## src/rtl/terminal_key_decoder_cursor_core_defines.svh

```systemverilog
// ----------------------------------------------------------------------------
// terminal key decoder assertion macros
// concurrent assertion wrappers, compiled out when ASSERT_OFF is set
// ----------------------------------------------------------------------------
`ifndef TERMINAL_KEY_DECODER_CURSOR_CORE_DEFINES_SVH
`define TERMINAL_KEY_DECODER_CURSOR_CORE_DEFINES_SVH

`ifndef ASSERT_OFF
// checked only while out of reset
`define TKD_ASSERT(lbl, prop, msg) \
	lbl: assert property (@(posedge clk) disable iff (!arst_n) prop) else $error(msg);
// checked at every edge, reset included
`define TKD_ASSERT_ALWAYS(lbl, prop, msg) \
	lbl: assert property (@(posedge clk) prop) else $error(msg);
`else
`define TKD_ASSERT(lbl, prop, msg)
`define TKD_ASSERT_ALWAYS(lbl, prop, msg)
`endif

`endif

```

## src/rtl/tkd_pkg.sv

```systemverilog
// ----------------------------------------------------------------------------
// tkd_pkg
// shared widths, key codes and character constants of the key decoder
// ----------------------------------------------------------------------------
package tkd_pkg;

	localparam int DIM_BITS  = 10;
	localparam int KEY_BITS  = 9;
	localparam int BYTE_BITS = 8;
	localparam int ADDR_BITS = 3;
	localparam int DATA_BITS = 32;

	// register word indexes
	localparam logic REG_SCREEN_COLS = 1'b0;
	localparam logic REG_SCREEN_ROWS = 1'b1;

	localparam logic [DIM_BITS-1:0] COLS_RESET = DIM_BITS'(80);
	localparam logic [DIM_BITS-1:0] ROWS_RESET = DIM_BITS'(24);

	localparam logic [BYTE_BITS-1:0] CH_ESC   = 8'h1b;
	localparam logic [BYTE_BITS-1:0] CH_CTRLQ = 8'h11;
	localparam logic [BYTE_BITS-1:0] CH_LBRK  = 8'h5b;
	localparam logic [BYTE_BITS-1:0] CH_O     = 8'h4f;
	localparam logic [BYTE_BITS-1:0] CH_TILDE = 8'h7e;
	localparam logic [BYTE_BITS-1:0] CH_0     = 8'h30;
	localparam logic [BYTE_BITS-1:0] CH_1     = 8'h31;
	localparam logic [BYTE_BITS-1:0] CH_4     = 8'h34;
	localparam logic [BYTE_BITS-1:0] CH_5     = 8'h35;
	localparam logic [BYTE_BITS-1:0] CH_6     = 8'h36;
	localparam logic [BYTE_BITS-1:0] CH_7     = 8'h37;
	localparam logic [BYTE_BITS-1:0] CH_8     = 8'h38;
	localparam logic [BYTE_BITS-1:0] CH_9     = 8'h39;
	localparam logic [BYTE_BITS-1:0] CH_A     = 8'h41;
	localparam logic [BYTE_BITS-1:0] CH_B     = 8'h42;
	localparam logic [BYTE_BITS-1:0] CH_C     = 8'h43;
	localparam logic [BYTE_BITS-1:0] CH_D     = 8'h44;
	localparam logic [BYTE_BITS-1:0] CH_F     = 8'h46;
	localparam logic [BYTE_BITS-1:0] CH_H     = 8'h48;

	localparam logic [KEY_BITS-1:0] KEY_ESC   = 9'h01b;
	localparam logic [KEY_BITS-1:0] KEY_CTRLQ = 9'h011;
	localparam logic [KEY_BITS-1:0] K_LEFT    = 9'd256;
	localparam logic [KEY_BITS-1:0] K_RIGHT   = 9'd257;
	localparam logic [KEY_BITS-1:0] K_UP      = 9'd258;
	localparam logic [KEY_BITS-1:0] K_DOWN    = 9'd259;
	localparam logic [KEY_BITS-1:0] K_HOME    = 9'd260;
	localparam logic [KEY_BITS-1:0] K_END     = 9'd261;
	localparam logic [KEY_BITS-1:0] K_PGUP    = 9'd262;
	localparam logic [KEY_BITS-1:0] K_PGDN    = 9'd263;

	// ESC a b, two-byte sequences
	function automatic logic [KEY_BITS-1:0] decode_pair(
		input logic [BYTE_BITS-1:0] a,
		input logic [BYTE_BITS-1:0] b
	);
		logic [KEY_BITS-1:0] k;
		k = KEY_ESC;
		if (a == CH_LBRK) begin
			case (b)
				CH_A:    k = K_UP;
				CH_B:    k = K_DOWN;
				CH_C:    k = K_RIGHT;
				CH_D:    k = K_LEFT;
				CH_H:    k = K_HOME;
				CH_F:    k = K_END;
				default: k = KEY_ESC;
			endcase
		end else if (a == CH_O) begin
			if (b == CH_H) begin
				k = K_HOME;
			end else if (b == CH_F) begin
				k = K_END;
			end
		end
		return k;
	endfunction

	// ESC [ digit ~
	function automatic logic [KEY_BITS-1:0] decode_tilde(input logic [BYTE_BITS-1:0] d);
		logic [KEY_BITS-1:0] k;
		case (d)
			CH_1, CH_7: k = K_HOME;
			CH_4, CH_8: k = K_END;
			CH_5:       k = K_PGUP;
			CH_6:       k = K_PGDN;
			default:    k = KEY_ESC;
		endcase
		return k;
	endfunction

endpackage

```

## src/rtl/tkd_ifs.sv

```systemverilog
// ----------------------------------------------------------------------------
// tkd channel interfaces
// terminal input channel and decoded key channel, valid/ready handshake
// ----------------------------------------------------------------------------
interface tkd_term_if
	import tkd_pkg::*;
();
	logic                 valid;
	logic                 ready;
	logic                 mode;
	logic [BYTE_BITS-1:0] in_byte;

	modport source (output valid, output mode, output in_byte, input ready);
	modport sink   (input valid, input mode, input in_byte, output ready);
endinterface

interface tkd_key_if
	import tkd_pkg::*;
();
	logic                valid;
	logic                ready;
	logic [KEY_BITS-1:0] key_code;
	logic [DIM_BITS-1:0] cursor_col;
	logic [DIM_BITS-1:0] cursor_row;
	logic                quit;

	modport source (output valid, output key_code, output cursor_col, output cursor_row,
		output quit, input ready);
	modport sink   (input valid, input key_code, input cursor_col, input cursor_row,
		input quit, output ready);
endinterface

```

## src/rtl/terminal_key_decoder_cursor_core.sv

```systemverilog
// an accepted input transaction is held in the input register, and any key it yields in the result register
// throughput: one input transaction per cycle, sustained while results are taken
// the input register advances whenever the result register is empty or drained
// reset clears the parse phase, cursor and valid flags, screen size to 80x24
// ----------------------------------------------------------------------------
// terminal_key_decoder_cursor_core
// vt100 key escape decoder with cursor clamped to the configured screen size
// ----------------------------------------------------------------------------
`include "terminal_key_decoder_cursor_core_defines.svh"

module terminal_key_decoder_cursor_core
	import tkd_pkg::*;
(
	input  logic                 clk,
	input  logic                 arst_n,
	tkd_term_if.sink             term,
	tkd_key_if.source            key,
	input  logic                 psel,
	input  logic                 penable,
	input  logic                 pwrite,
	input  logic [ADDR_BITS-1:0] paddr,
	input  logic [DATA_BITS-1:0] pwdata,
	output logic [DATA_BITS-1:0] prdata,
	output logic                 pready
);

	typedef enum logic [1:0] {
		PH_IDLE,
		PH_ESC,
		PH_ESC1,
		PH_DIGIT
	} phase_t;

	// configuration
	logic [DIM_BITS-1:0] screen_cols_q;
	logic [DIM_BITS-1:0] screen_rows_q;
	logic                cfg_wr;

	assign pready = 1'b1;
	assign cfg_wr = psel && penable && pwrite;

	always_ff @(posedge clk or negedge arst_n) begin
		if (!arst_n) begin
			screen_cols_q <= COLS_RESET;
			screen_rows_q <= ROWS_RESET;
		end else if (cfg_wr) begin
			unique case (paddr[2])
				REG_SCREEN_COLS: screen_cols_q <= pwdata[DIM_BITS-1:0];
				REG_SCREEN_ROWS: screen_rows_q <= pwdata[DIM_BITS-1:0];
				default:         screen_cols_q <= screen_cols_q;
			endcase
		end
	end

	always_comb begin
		unique case (paddr[2])
			REG_SCREEN_COLS: prdata = DATA_BITS'(screen_cols_q);
			REG_SCREEN_ROWS: prdata = DATA_BITS'(screen_rows_q);
			default:         prdata = '0;
		endcase
	end

	// input register
	logic                 valid_s1;
	logic                 mode_s1;
	logic [BYTE_BITS-1:0] byte_s1;
	logic                 adv_s1;
	logic                 out_valid_q;

	assign adv_s1     = valid_s1 && (!out_valid_q || key.ready);
	assign term.ready = !valid_s1 || adv_s1;

	always_ff @(posedge clk or negedge arst_n) begin
		if (!arst_n) begin
			valid_s1 <= 1'b0;
		end else if (term.ready) begin
			valid_s1 <= term.valid;
		end
	end

	always_ff @(posedge clk) begin
		if (term.ready && term.valid) begin
			mode_s1 <= term.mode;
			byte_s1 <= term.in_byte;
		end
	end

	// parse and cursor state
	phase_t               phase_q;
	logic [BYTE_BITS-1:0] first_q;
	logic [BYTE_BITS-1:0] second_q;
	logic [DIM_BITS-1:0]  col_q;
	logic [DIM_BITS-1:0]  row_q;
	logic [KEY_BITS-1:0]  key_q;
	logic                 quit_q;

	phase_t               phase_d;
	logic [BYTE_BITS-1:0] first_d;
	logic [BYTE_BITS-1:0] second_d;
	logic                 emit;
	logic [KEY_BITS-1:0]  key_d;

	always_comb begin
		phase_d  = phase_q;
		first_d  = first_q;
		second_d = second_q;
		emit     = 1'b0;
		key_d    = KEY_ESC;
		unique case (phase_q)
			PH_IDLE: begin
				if (!mode_s1) begin
					if (byte_s1 == CH_ESC) begin
						phase_d = PH_ESC;
					end else begin
						emit  = 1'b1;
						key_d = KEY_BITS'(byte_s1);
					end
				end
			end
			PH_ESC: begin
				if (mode_s1) begin
					emit    = 1'b1;
					phase_d = PH_IDLE;
				end else begin
					first_d = byte_s1;
					phase_d = PH_ESC1;
				end
			end
			PH_ESC1: begin
				phase_d = PH_IDLE;
				if (mode_s1) begin
					emit = 1'b1;
				end else if (first_q == CH_LBRK && byte_s1 inside {[CH_0:CH_9]}) begin
					second_d = byte_s1;
					phase_d  = PH_DIGIT;
				end else begin
					emit  = 1'b1;
					key_d = decode_pair(first_q, byte_s1);
				end
			end
			PH_DIGIT: begin
				phase_d = PH_IDLE;
				emit    = 1'b1;
				if (!mode_s1 && byte_s1 == CH_TILDE) begin
					key_d = decode_tilde(second_q);
				end
			end
			default: phase_d = PH_IDLE;
		endcase
	end

	// cursor update, a zero screen size acts as one
	logic [DIM_BITS-1:0] cols_eff;
	logic [DIM_BITS-1:0] rows_eff;
	logic [DIM_BITS:0]   col_inc;
	logic [DIM_BITS:0]   row_inc;
	logic [DIM_BITS-1:0] col_d;
	logic [DIM_BITS-1:0] row_d;

	assign cols_eff = (screen_cols_q == '0) ? DIM_BITS'(1) : screen_cols_q;
	assign rows_eff = (screen_rows_q == '0) ? DIM_BITS'(1) : screen_rows_q;
	assign col_inc  = {1'b0, col_q} + (DIM_BITS+1)'(1);
	assign row_inc  = {1'b0, row_q} + (DIM_BITS+1)'(1);

	always_comb begin
		col_d = col_q;
		row_d = row_q;
		case (key_d)
			K_LEFT:  if (col_q != '0) col_d = col_q - DIM_BITS'(1);
			K_RIGHT: if (col_inc < {1'b0, cols_eff}) col_d = col_inc[DIM_BITS-1:0];
			K_UP:    if (row_q != '0) row_d = row_q - DIM_BITS'(1);
			K_DOWN:  if (row_inc < {1'b0, rows_eff}) row_d = row_inc[DIM_BITS-1:0];
			K_PGUP:  row_d = '0;
			K_PGDN:  row_d = rows_eff - DIM_BITS'(1);
			default: ;
		endcase
	end

	always_ff @(posedge clk or negedge arst_n) begin
		if (!arst_n) begin
			phase_q     <= PH_IDLE;
			first_q     <= '0;
			second_q    <= '0;
			col_q       <= '0;
			row_q       <= '0;
			out_valid_q <= 1'b0;
		end else begin
			out_valid_q <= (adv_s1 && emit) || (out_valid_q && !key.ready);
			if (adv_s1) begin
				phase_q  <= phase_d;
				first_q  <= first_d;
				second_q <= second_d;
				if (emit) begin
					col_q <= col_d;
					row_q <= row_d;
				end
			end
		end
	end

	always_ff @(posedge clk) begin
		if (adv_s1 && emit) begin
			key_q  <= key_d;
			quit_q <= (key_d == KEY_CTRLQ);
		end
	end

	assign key.valid      = out_valid_q;
	assign key.key_code   = key_q;
	assign key.cursor_col = col_q;
	assign key.cursor_row = row_q;
	assign key.quit       = quit_q;

	`TKD_ASSERT_ALWAYS(a_reset_idle, !arst_n |=> phase_q == PH_IDLE && col_q == '0, "no reset")
	`TKD_ASSERT(a_accept_loads, term.valid && term.ready |=> valid_s1, "input transaction lost")
	`TKD_ASSERT(a_digit_ends, adv_s1 && phase_q == PH_DIGIT |=> phase_q == PH_IDLE && out_valid_q, "no key")
	`TKD_ASSERT(a_esc1_entry, phase_q == PH_ESC1 && $past(phase_q) != PH_ESC1 |-> $past(phase_q) == PH_ESC, "bad entry")

endmodule

```

## src/flat_wrapper.sv

```systemverilog
// flat-port wrapper written by rule: the top's interface ports become plain ports
module terminal_key_decoder_cursor_core_flat import tkd_pkg::*;
  (clk, arst_n, psel, penable, pwrite, paddr, pwdata, prdata, pready, term_valid, term_mode, term_in_byte, term_ready, key_valid, key_key_code, key_cursor_col, key_cursor_row, key_quit, key_ready);
  tkd_term_if term_i ();
  tkd_key_if key_i ();
  input  logic clk;
  input  logic arst_n;
  input  logic psel;
  input  logic penable;
  input  logic pwrite;
  input  logic [ADDR_BITS-1:0] paddr;
  input  logic [DATA_BITS-1:0] pwdata;
  output logic [DATA_BITS-1:0] prdata;
  output logic pready;
  input wire logic [$bits(term_i.valid)-1:0] term_valid;
  input wire logic [$bits(term_i.mode)-1:0] term_mode;
  input wire logic [$bits(term_i.in_byte)-1:0] term_in_byte;
  output wire logic [$bits(term_i.ready)-1:0] term_ready;
  output wire logic [$bits(key_i.valid)-1:0] key_valid;
  output wire logic [$bits(key_i.key_code)-1:0] key_key_code;
  output wire logic [$bits(key_i.cursor_col)-1:0] key_cursor_col;
  output wire logic [$bits(key_i.cursor_row)-1:0] key_cursor_row;
  output wire logic [$bits(key_i.quit)-1:0] key_quit;
  input wire logic [$bits(key_i.ready)-1:0] key_ready;
  assign term_i.valid = term_valid;
  assign term_i.mode = term_mode;
  assign term_i.in_byte = term_in_byte;
  assign term_ready = term_i.ready;
  assign key_valid = key_i.valid;
  assign key_key_code = key_i.key_code;
  assign key_cursor_col = key_i.cursor_col;
  assign key_cursor_row = key_i.cursor_row;
  assign key_quit = key_i.quit;
  assign key_i.ready = key_ready;
  terminal_key_decoder_cursor_core u_core (.clk(clk), .arst_n(arst_n), .term(term_i), .key(key_i), .psel(psel), .penable(penable), .pwrite(pwrite), .paddr(paddr), .pwdata(pwdata), .prdata(prdata), .pready(pready));
endmodule
```

## config.mk

```make
export PLATFORM = sky130hd
export DESIGN_NAME = terminal_key_decoder_cursor_core_flat
export DESIGN_NICKNAME = d
export VERILOG_FILES = /design/src/rtl/tkd_pkg.sv /design/src/rtl/tkd_ifs.sv /design/src/rtl/terminal_key_decoder_cursor_core.sv /design/src/flat_wrapper.sv
export VERILOG_INCLUDE_DIRS = /design/src /design/src/rtl
export SDC_FILE = /design/constraint.sdc
export NUM_CORES = 1
export LEC_CHECK = 0
export BUFFER_PORTS_ARGS = -buffer_cell sky130_fd_sc_hd__buf_2
export CAP_MARGIN = 20
export CORE_MARGIN = 3
export CORE_UTILIZATION = 30
export CTS_CLUSTER_DIAMETER = 80
export DETAILED_ROUTE_END_ITERATION = 8
export GPL_ROUTABILITY_DRIVEN = 0
export PLACE_DENSITY = 0.53
export SLEW_MARGIN = 30
export SYNTH_ARGS = -nofsm -noshare
export SYNTH_HDL_FRONTEND = slang
export SYNTH_SLANG_ARGS = --single-unit
export TNS_END_PERCENT = 30
```

## constraint.sdc

```tcl
create_clock -name clk -period 9.38 [get_ports clk]
set_clock_uncertainty 0.15 [all_clocks]
set_input_delay 2.345 -clock clk [delete_from_list [all_inputs] [get_ports clk]]
set_output_delay 2.345 -clock clk [all_outputs]
set_load 0.02 [all_outputs]
```

==> out/results.ini, run 1 <==
[run_status]
status = finished, final reports clean

[clock_tree]
cts_root_buf = clkbuf_16
post_cts_resized = 0
cts_setup_buffers = 0
h-tree-depth = 3
cts_tree = done
clock-sinks = 79
clock_latency_ns = 0.35
clk_pin_slew_ns = 0.06
cts_hold_buf = 0
cts_buffers = 9
clockBufferDepth = 2

[yosys]
async_flop_share = 0.759
ys_types = 76
ys_warn_count = 0
synthFlopType = dfrtp_1
synth_seq_cells = 79
synth-edff-count = 19
syn_avg_cell_area_um2 = 9.59
ys_seq_area_frac = 0.377
syn_area_mm2 = 0.00551
synth_cells = 574

[timing]
final.setup.tns_ns = 0
rsz0062_at_grt = false
fmax_mhz = 177
setup-violations-final = 0
fin_crit_sh = 0.603
worst_pin_slew_ns = 0.943
finalHoldViolations = 0
slew_headroom = 0.371
period_needed_ns = 5.66
maxSlewViolCount = 0
fin_hold_ws_ns = 0.329

[detailed_routing]
drc = 0
routed_wl_um = 14000
vias_per_cell = 5.19
drt-pass1-iter-count = 5
drt_iter0_markers = 278
wire_per_inst_um = 16.3
ant_nets = 0
vias = 4445

[final_layout]
n_antenna_cell = 0
area_growth_pct = 14.5
fill_cells = 1792
nNetsFinal = 702
final_util = 0.357
final_cells = 857
drive_gt1_frac = 0.241

[global_route]
grt_pass1_wl_um = 23300
grt_use_met3 = 0.0344
grt.met2_usage = 0.237
antenna_found_initial = 0
grt_use_total = 0.145
grt_util_met1 = 0.192
grt_overflow_total = 0
grt_max_degree = 61
grt_busiest_layer = met2
grt_pass1_vias = 4445

[min_path]
min_path_cells = 1
min_path_type = reg2reg
min-delay-start = u_core.second_q[4]$_DFFE_PN0P_

[floorplan]
fp.dieH_um = 141
die-width_um = 141
die_area_mm2 = 0.0200
coreArea_mm2 = 0.0177
num_rows = 48
ios = 116
start_util = 0.312

[power]
p_total_uw = 1170
powerDensity_mw_per_mm2 = 186
p_leak_uw = 0.00276
peakVddDrop_mv = 0.0985

[critical_path]
cp.required_ns = 6.89
startpoint_type = input pin
cp-startpoint = paddr[2]
crit_path_max_fanout = 21
r2r-start = u_core.byte_s1[0]$_DFFE_PP_
end_kind = output port
arrival_ns = 3.16
reg2reg_depth = 14
path_class = in2out

[placed_design]
place_hpwl_um = 10500
placed_cells = 841
io_buffers = 68

[flow_run]
drv_cap = 0

cell families after synthesis:
family,after synthesis,synth area share
AND/OR/NAND/NOR,201,0.208
AO/OA/AOI/OAI,112,0.150
buffers and inverters,83,0.0761
flip-flops,79,0.377
multiplexers,39,0.0784
XOR/XNOR,34,0.0541
adder cells (fa/ha/maj),24,0.0545
other,2,0.00136
state kept, by name, indices dropped and copies added, names as in the netlist:
register / count
u_core.byte_s1: 8
u_core.first_q: 8
u_core.key.cursor_col: 10
u_core.key.cursor_row: 10
u_core.key.key_code: 9
u_core.key.quit: 1
u_core.key.valid: 1
u_core.mode_s1: 1
u_core.phase_q: 2
u_core.screen_cols_q: 10
u_core.screen_rows_q: 10
u_core.second_q: 8
u_core.valid_s1: 1
where the power goes:
part           switching [uW]  internal [uW]
clock                     149            288
sequential               52.1            413
combinational             167            103
total                     368            805
Yosys cell counts, types with 5 or more instances:
cell type | number | share of area
a21oi_1 | 27 | 0.025
nor3_1 | 18 | 0.016
mux2i_1 | 6 | 0.011
nor4_1 | 10 | 0.011
dfrtp_1 | 56 | 0.25
o21ai_0 | 24 | 0.022
nand3_1 | 20 | 0.018
buf_2 | 5 | 0.0045
mux2_2 | 32 | 0.065
o31ai_1 | 6 | 0.0082
inv_1 | 32 | 0.022
xnor2_1 | 25 | 0.040
nand2b_1 | 10 | 0.011
nor2_1 | 27 | 0.018
o21ai_2 | 7 | 0.011
ha_1 | 24 | 0.055
nand2_1 | 41 | 0.028
edfxtp_1 | 19 | 0.10
clkbuf_1 | 17 | 0.012
buf_4 | 25 | 0.034
and3_1 | 12 | 0.014
nor2b_1 | 10 | 0.011
nand4_1 | 5 | 0.0057
and2_1 | 7 | 0.0080
xor2_1 | 9 | 0.014
a221oi_1 | 5 | 0.0080
metal layers:
metal,vias up,part of all wire
met1,2152,0.45
met4,0,0.014
met5,-,0
met3,12,0.052
met2,137,0.49
li1,2144,-
worst max-delay path: stages:
cell and delay (ns):
buf_2 0.29, mux2_2 0.37, buf_2 0.16
layout by cell type, fill, tap and decap left out, types with 24 or more instances in the layout:
cell type   n
a21oi_1    27
dfrtp_1    56
inv_1      32
ha_1       24
nand2_1    41
nor2_1     27
mux2_2     32
buf_2      68
o21ai_0    24
xnor2_1    25
per-stage QoR:
| step | instance area [um2] | worst slack, ns |
|---|---|---|
| 2_1_floorplan | 5580 | 3.68 |
| 3_3_place_gp | 5930 | 3.73 |
| 3_5_place_dp | 5930 | 3.72 |
| 4_1_cts | 6300 | 3.72 |
| 5_1_grt | 6300 | 3.68 |
| 6_report | 6300 | 3.72 |
cell type report:
cell class	count	area (um2)	area share
clock buffers	9	225	0.0357
clock inverters	7	143	0.0226
well taps	225	282	0.0447
flip-flops and latches	79	2080	0.330
repair buffers	71	363	0.0576
multi-input cells	433	3090	0.490
inverters	33	124	0.0197
path summary, 6_finish.rpt:
path,end,slack (ns)
max in group asynchronous,u_core.screen_cols_q[5]$_DFFE_PN0P_,6.52
worst max-delay path,prdata[0],3.72
worst min-delay path,u_core.second_q[4]$_DFFE_PN0P_,0.33
worst min register to register,u_core.second_q[4]$_DFFE_PN0P_,0.33
worst max register to register,u_core.key.cursor_row[8]$_DFFE_PN0P_,4.58
min in group asynchronous,u_core.key.cursor_col[2]$_DFFE_PN0P_,2.04
No activity file was read; power rests on OpenSTA's default activity.
==> run 2: changes to the inputs <==
Clock period 9.38 ns to 5.8 ns, I/O delays scaled along.
==> run 2 against run 1 <==
Compared with the run above:
- via count is 0.49% lower
- flip-flop and latch count stayed put
- sequential share of layout area is 0.29 points higher
- wire length is 0.87% higher
- non-clock buffer count stayed put
- largest cell class unchanged
- combinational power is 62% higher
- global-route usage is 0.087 points lower
- register-to-register slack worse by 3.6 ns
- critical endpoint is now u_core.key.cursor_row[8]$_DFFE_PN0P_
- count of clock-buffer cells in the layout is 4 higher
- sequential power is 62% higher
- die area stayed put
==> out/results.ini, run 2 (synthesis results as in run 1) <==
[final_layout]
multi_input_area_mm2 = 0.00310
n_antenna_cell = 0
nNetsFinal = 702
layout_commonest_cell = buf_2
layout_common_cells = 68 x buf_2, 56 x dfrtp_1, 41 x nand2_1
final_util = 0.354
drive_gt1_frac = 0.237
area_growth_pct = 13.5
seq_area_mm2 = 0.00208
fill_cells = 1797

[floorplan]
fp.dieH_um = 141
die_area_mm2 = 0.0200
start_util = 0.312
ios = 116
coreArea_mm2 = 0.0177
num_rows = 48
die-width_um = 141

[critical_path]
crit_path_max_fanout = 18
cp_cell_sequence = or4b_4, a2111oi_2, o41ai_1, o31a_4, o2111ai_4, nand2b_1, a21boi_0, ha_1, nand2_1, nor4_1, xnor2_1, mux2i_1, a221oi_1, nor2_1
crit_family = compound AO/OA/AOI/OAI gates
slowest_delay_ns = 0.63
path_buf_inv = 0
arrival_ns = 4.88
reg2reg_depth = 14
slowest_stage = or4b_4
path_class = reg2reg
end_kind = register
cp.required_ns = 5.88
startpoint_type = register
path_depth = 14

[power]
p_total_uw = 1780
p_leak_uw = 0.00273
powerDensity_mw_per_mm2 = 285
peakVddDrop_mv = 0.145

[min_path]
min_path_type = reg2reg
min_path_cells = 1

[timing]
fin_crit_sh = 0.828
rsz0062_at_grt = false
slew_headroom = 0.452
final.setup.tns_ns = 0
setup-violations-final = 0
maxSlewViolCount = 0
finalHoldViolations = 0
fmax_mhz = 208
period_needed_ns = 4.80
worst_pin_slew_ns = 0.819

[placed_design]
io_buffers = 68
place_hpwl_um = 10600

[detailed_routing]
ant_nets = 0
drt_iter0_markers = 211
routed_wl_um = 14100
wire_per_inst_um = 16.5
vias_per_cell = 5.16
drt-pass1-iter-count = 5
drc = 0
vias = 4423

[clock_tree]
cts_setup_buffers = 0
cts_root_buf = clkbuf_16
cts_buffers = 9
clock_latency_ns = 0.34
cts_hold_buf = 0
post_cts_resized = 0
clock-sinks = 79
clk_pin_slew_ns = 0.06
cts_tree = done
h-tree-depth = 3
clockBufferDepth = 2

[global_route]
grt_overflow_total = 0
grt_max_degree = 61
grt_pass1_wl_um = 23100
antenna_found_initial = 0
grt_pass1_vias = 4442
grt_use_total = 0.144

[run_status]
status = finished, final reports clean

[flow_run]
drv_cap = 0

-- run 2: cell count changes in the layout (fill, tap and decap cells not counted), sizes merged --
cell	delta
clkbuf	+4
bufinv	-3
inv	-2
clkinvlp	+1
-- run 2: worst reg2reg max path, cell delays in order, from the launching register on --
cell and delay, ns:
edfxtp_1 0.49, or4b_4 0.63, a2111oi_2 0.45, o41ai_1 0.20, o31a_4 0.37, o2111ai_4 0.53
nand2b_1 0.21, a21boi_0 0.21, ha_1 0.35, nand2_1 0.18, nor4_1 0.30, xnor2_1 0.17
mux2i_1 0.09, a221oi_1 0.29, nor2_1 0.07
-- run 2: layout make-up --
| class | instances | area share |
|---|---|---|
| Sequential cell | 79 | 0.333 |
| Timing Repair Buffer | 71 | 0.0581 |
| Tap cell | 225 | 0.0451 |
| Inverter | 33 | 0.0198 |
| Clock buffer | 13 | 0.0417 |
| Multi-Input combinational cell | 433 | 0.496 |
| Clock inverter | 3 | 0.00681 |
-- run 2: final timing paths --
kind / startpoint / slack, ns / endpoint
max: u_core.byte_s1[7]$_DFFE_PP_ / 1.0 / u_core.key.cursor_row[8]$_DFFE_PN0P_
min: u_core.second_q[5]$_DFFE_PN0P_ / 0.32 / u_core.second_q[5]$_DFFE_PN0P_
max reg2reg: u_core.byte_s1[7]$_DFFE_PP_ / 1.0 / u_core.key.cursor_row[8]$_DFFE_PN0P_
min reg2reg: u_core.second_q[5]$_DFFE_PN0P_ / 0.32 / u_core.second_q[5]$_DFFE_PN0P_
max in group asynchronous: arst_n / 3.84 / u_core.first_q[6]$_DFFE_PN0P_
min in group asynchronous: arst_n / 1.11 / u_core.key.cursor_col[4]$_DFFE_PN0P_
-- run 2: where the power goes --
part | total (uW) | internal (uW) | switching [uW]
Sequential | 755 | 668 | 86.5
Combinational | 438 | 166 | 272
Clock | 585 | 357 | 229
Total | 1780 | 1190 | 587
-- run 2: routing by layer --
metal / wire (um) / part of all wire / global-route usage
met5: 0 / 0 / 0
met2: 6610 / 0.47 / 0.236
met1: 6550 / 0.46 / 0.193
met4: 227 / 0.016 / 0.0460
met3: 712 / 0.051 / 0.0263
-- run 2: per-stage QoR --
step | instances | hold WS [ns] | worst slack (ns) | cell area (um2)
3_3_place_gp | 841 | 0.295 | 1.16 | 5930
4_1_cts | 857 | 0.323 | 1.09 | 6240
5_1_grt | 857 | 0.338 | 0.785 | 6250
2_1_floorplan | 595 | 0.280 | 1.84 | 5580
6_report | 857 | 0.321 | 0.999 | 6250
3_5_place_dp | 841 | 0.299 | 1.12 | 5930
